<file path="src/rtl/cdfbs_pkg.sv">
// Shared types and constants for the two-level CDF table binary search block.
package cdfbs_pkg;

  localparam int VAL_W       = 32;
  localparam int ENTRY_IDX_W = 15;
  localparam int COL_OUT_W   = 8;
  localparam int ROW_OUT_W   = 7;
  localparam int CFG_WIDTH_W = 9;
  localparam int CFG_HEIGHT_W = 8;
  localparam int CFG_DATA_W  = 9;
  localparam int CFG_IDX_W   = 1;

  localparam logic [CFG_WIDTH_W-1:0]  WIDTH_RESET  = 9'd256;
  localparam logic [CFG_HEIGHT_W-1:0] HEIGHT_RESET = 8'd128;

  typedef enum logic [CFG_IDX_W-1:0] {
    REG_WIDTH_IN_USE  = 1'b0,
    REG_HEIGHT_IN_USE = 1'b1
  } cfg_reg_t;

  typedef enum logic {
    REQ_LOAD   = 1'b0,
    REQ_SEARCH = 1'b1
  } req_type_t;

  typedef enum logic [2:0] {
    ST_IDLE,
    ST_ROW_PROBE,
    ST_ROW_CMP,
    ST_COL_PROBE,
    ST_COL_CMP,
    ST_DONE
  } state_t;

  typedef struct packed {
    logic wr_en;
    logic start_row;
    logic start_col;
    logic step;
    logic load_out;
    logic col_phase;
  } cmd_t;

  typedef struct packed {
    logic lo_lt_hi;
  } status_t;

endpackage

</file>
<file path="src/rtl/cdfbs_ctrl.sv">
// Controller state machine that sequences table loads and the two search phases.
module cdfbs_ctrl
  import cdfbs_pkg::*;
(
  input  logic    clk,
  input  logic    rst_n,
  input  logic    in_valid,
  input  logic    in_req_type,
  output logic    in_ready,
  input  logic    out_ready,
  output logic    out_valid,
  input  status_t status,
  output cmd_t    cmd
);

  state_t state_r;
  state_t state_nxt;
  logic   out_valid_r;
  logic   out_valid_nxt;

  always_ff @(posedge clk) begin
    if (!rst_n) begin
      state_r     <= ST_IDLE;
      out_valid_r <= 1'b0;
    end else begin
      state_r     <= state_nxt;
      out_valid_r <= out_valid_nxt;
    end
  end

  always_comb begin
    state_nxt = state_r;
    cmd       = '0;
    in_ready  = 1'b0;
    case (state_r)
      ST_IDLE: begin
        in_ready = 1'b1;
        if (in_valid) begin
          if (in_req_type == REQ_SEARCH) begin
            cmd.start_row = 1'b1;
            state_nxt     = ST_ROW_PROBE;
          end else begin
            cmd.wr_en = 1'b1;
          end
        end
      end
      ST_ROW_PROBE: begin
        if (status.lo_lt_hi) begin
          state_nxt = ST_ROW_CMP;
        end else begin
          cmd.start_col = 1'b1;
          state_nxt     = ST_COL_PROBE;
        end
      end
      ST_ROW_CMP: begin
        cmd.step  = 1'b1;
        state_nxt = ST_ROW_PROBE;
      end
      ST_COL_PROBE: begin
        cmd.col_phase = 1'b1;
        if (status.lo_lt_hi) begin
          state_nxt = ST_COL_CMP;
        end else begin
          state_nxt = ST_DONE;
        end
      end
      ST_COL_CMP: begin
        cmd.col_phase = 1'b1;
        cmd.step      = 1'b1;
        state_nxt     = ST_COL_PROBE;
      end
      ST_DONE: begin
        if (!out_valid_r || out_ready) begin
          cmd.load_out = 1'b1;
          state_nxt    = ST_IDLE;
        end
      end
      default: begin
        state_nxt = ST_IDLE;
      end
    endcase
  end

  always_comb begin
    if (cmd.load_out) begin
      out_valid_nxt = 1'b1;
    end else if (out_ready) begin
      out_valid_nxt = 1'b0;
    end else begin
      out_valid_nxt = out_valid_r;
    end
  end

  assign out_valid = out_valid_r;

endmodule

</file>
<file path="config.mk">
export PLATFORM = sky130hd
export DESIGN_NAME = cdfbs_ctrl
export DESIGN_NICKNAME = d
export VERILOG_FILES = /design/src/rtl/cdfbs_pkg.sv /design/src/rtl/cdfbs_ctrl.sv
export SDC_FILE = /design/constraint.sdc
export NUM_CORES = 1
export LEC_CHECK = 0
export ABC_CLOCK_PERIOD_IN_PS = 1100
export BUFFER_PORTS_ARGS = -buffer_cell sky130_fd_sc_hd__buf_2
export CAP_MARGIN = 20
export CORE_AREA = 2 2 39 41
export DETAILED_ROUTE_END_ITERATION = 6
export DIE_AREA = 0 0 41 43
export GPL_ROUTABILITY_DRIVEN = 0
export PLACE_DENSITY = 0.45
export SLEW_MARGIN = 20
export SYNTH_ARGS = -nofsm -noshare
export SYNTH_HDL_FRONTEND = slang
export SYNTH_SLANG_ARGS = --single-unit
</file>
<file path="constraint.sdc">
create_clock -name clk -period 1.1 [get_ports clk]
set_clock_uncertainty 0.15 [all_clocks]
set_input_delay 0.11 -clock clk [delete_from_list [all_inputs] [get_ports clk]]
set_output_delay 0.11 -clock clk [all_outputs]
set_load 0.01 [all_outputs]
</file>
After elaboration in Yosys (flattened, before gate mapping):

Cells that the tools add are included.

* bits in registers: 4
* input port bits: 6
* output and inout port bits: 8

* equal/unequal tests: 8
* multiplexer cells: 19
* reduce and logical (&&, ||, !) cells: 7

Operators with widths (number)
* $pmux W3 S6: 1
* $mux W1: 13
* $mux W3: 3
* $eq A3 B2 Y1 const B: 2
* $eq A3 B3 Y1 const B: 2
* $ne A2 B2 Y1 const B: 3
* $mux W2: 2
* $reduce_or A2 Y1: 2
* $eq A3 B1 Y1 const B: 1
* $logic_not A3 Y1: 1
* $reduce_and A3 Y1: 1
* $reduce_bool A2 Y1: 1
* $logic_not A1 Y1: 1
* $logic_or A1 B1 Y1: 1

Depth between registers and ports, before layout:

* depth after elaboration: 5
* mapped depth: 4
* mapped depth without buffers: 3

Least setup slack after synthesis:

No wires, ideal clock.

* path kind: register -> output
* from: register state_r[2]
* to: output port cmd[5] (netlist bit)
* data arrival time: 0.929 ns
* data required time: 0.840 ns
* path slack: -0.089 ns
* stages on the path, launching flop included: 5
* path through: dfxtp_1 -> buf_6 -> nor3_4 -> nand2_1 -> nor2_1

RTL lines
* start: declaration: RTL line cdfbs_ctrl.sv:16 `state_t state_r;`
* start signal: assignment: RTL line cdfbs_ctrl.sv:26 `state_r <= state_nxt;`
* end: declaration: RTL line cdfbs_ctrl.sv:13 `output cmd_t cmd`

==> impl_metrics.yaml <==
synth:
  yosys.area_share.adder_pct: 0
  muxShareOfSynthArea_pct: 0
  synth_compound_area_share_pct: 15.4
  yosys.area.top_type: "dfxtp_1"
  ys_seq_area_share_pct: 27.4
  synth-xor-area-share_pct: 2.99
  syn-mean-instance-area_um2: 8.87
  ys_ff_latch: 4
  synth_cells: 33
  syn_area_um2: 293
  yosysWarnings: 0
  netlist_top_cells_area: "dfxtp_1, buf_6, nand2_1, nor3_4, a221oi_2"
  synth_nets: 39
  synth_cell_type_count: 21
  synth_top_family_by_area: "simple AND/OR/NAND/NOR gates"
  synthSimpleGateAreaFrac_pct: 41.5
  synth.top_cell.area_share_pct: 27.4
timing:
  max_freq_mhz: 725
  worst_slack_ns: -0.280
  post-route-min-period_ns: 1.38
  holdWs_ns: 0.0181
  post-route-period-util_pct: 125
  finalHoldViolations: 0
  setup_viol: 8
  tightestPinTransition_ns: 0.187
  drv_slew: 0
  fin_tns_setup_ns: -1.59
  relSlewSlack_pct: 87.5
  rsz0062_at_grt: "true"
clock_network:
  numClockSinks: 4
  cts.path.max_buffers: 2
  clock_latency_ns: 0.23
  root_buffer: "clkbuf_4"
  htreeDepth: 1
  tritoncts: "built"
  cts_buffers: 3
  clkTransAtPathRegs_ns: 0.04
cells_and_area:
  final_nets: 63
  layout.cells.non_filler: 71
  finalInstanceArea_um2: 503
  area_delta_synth_final_pct: 71.8
  layout-drive-gt1-share_pct: 67.3
  antenna_cells: 0
  final_common_cell: "buf_2"
  utilization_pct: 36.3
  final_cell_mix: "buf_2, nand2_1, buf_6"
grt:
  grt_usage_pct: 9.54
  overflow: 0
  grt_start_max_net_pins: 11
  grt_pass1_wl_mm: 1.06
  grt_pass1_vias: 254
  grt_util_met2_pct: 11.3
  met3_usage_pct: 6.28
  grt_use_met1_pct: 12.2
  antenna_found_initial: 0
  top_usage_layer: "met1"
die:
  die-area_um2: 1760
  fp.dieW_um: 41
  core_um2: 1380
  initial_core_util_pct: 21.2
  num_io_pins: 14
  rows: 14
  die_h_um: 43
route:
  route.vias.total: 303
  viasPerCell: 4.27
  wl_um: 713
  drtIter0Drc: 5
  dr.pass1.iters: 2
  ant_nets: 0
  drc: 0
  routedWlPerCell_um: 10.0
power:
  vdd_drop_max_v: 0.000594
  p_leak_nw: 0.232
  powerDensity_nw_per_um2: 1050
setup_path:
  critical_path.top_delay_family: "simple AND/OR/NAND/NOR gates"
  crit_required_ns: 0.84
  critPathMaxFanout: 6
  cp.arrival_ns: 1.12
  end_kind: "primary output"
  cp-start-kind: "register"
  critical_path_buf_inv_count: 1
  slowest_stage: "dfxtp_4"
  max_stage_delay_ns: 0.36
  worstPathCellList: "nor3_4 -> and3_4 -> buf_6"
  path_class: "reg -> out"
outcome:
  status: "finished with violations"
  violations: "setup timing"
placed_design:
  dp.cells: 62
  port_buffers: 13
  hpwl_um: 432
  placedInstanceArea_um2: 378
job:
  maxCapViolCount: 0
worst_hold_path:
  hold_class: "in -> reg"
==> cell families after synthesis <==
family,Yosys count
flops,4
compound gates,6
xor+xnor,1
buf+inv,4
simple gates,18
==> sequential cells by signal (all words and copies together) (netlist names) <==
register   count
out_valid      1
state_r        3
==> worst register-to-register path, stage by stage, from the launching register on <==
cell	delay, ns
dfxtp_4	0.36
buf_6	0.12
buf_6	0.11
a21o_1	0.16
a221oi_2	0.19
==> Yosys cell counts <==
library cell / n
o21ai_0: 1
nand2b_1: 1
a221oi_2: 1
buf_4: 2
o21ai_1: 1
a21boi_0: 1
and3_1: 2
a21o_1: 1
buf_6: 2
nor3b_1: 1
nor2_1: 2
nor4b_1: 1
nand3b_1: 2
a21oi_1: 1
nor2b_1: 1
dfxtp_1: 4
nand2b_4: 1
nand2_1: 5
nor3_4: 1
xnor2_1: 1
nand2b_2: 1
==> routing by layer <==
metal | share of wire (%) | routed length, um
met2 | 49 | 351
met4 | 0 | 0
met3 | 3.6 | 26
met5 | 0 | 0
met1 | 47 | 335
==> through the flow <==
stage	power [mW]	worst slack, ns
after floorplan	0.251	-0.0746
after global placement	0.297	-0.143
after detailed placement	0.296	-0.132
after CTS	0.520	-0.294
after global routing	0.575	-0.334
final	0.529	-0.280
==> report_power, final <==
part / internal (mW) / total (mW) / switching [mW]
Combinational: 0.111 / 0.177 / 0.0659
Clock: 0.122 / 0.182 / 0.0598
Sequential: 0.152 / 0.171 / 0.0189
Total: 0.385 / 0.529 / 0.145
==> cell type report <==
class	instances	area, um^2
Clock buffer	3	22.5
Fill cell	150	881
Multi-Input combinational cell	25	205
Sequential cell	4	91.3
Tap cell	16	20.0
Timing Repair Buffer	23	164
==> what timing repair did <==
| item | CTS | global route |
|---|---|---|
| pin swaps | 3 | 6 |
| hold endpoints to repair | 2 | 0 |
| buffers inserted | 2 | 2 |
| hold buffers | 2 | 0 |
| resized for setup | 10 | 7 |
| endpoints found under the setup margin | 11 | 9 |
==> path summary, 6_finish.rpt <==
kind | startpoint | endpoint | slack (ns) | depth (start not counted)
max | state_r[2] | cmd[4] | -0.28 | 3
min | in_req_type | state_r[0] | 0.02 | 3
max reg2reg | state_r[0] | state_r[0] | -0.08 | 4
min reg2reg | state_r[1] | state_r[1] | 0.35 | 1
(Power assumes the default switching activity.)
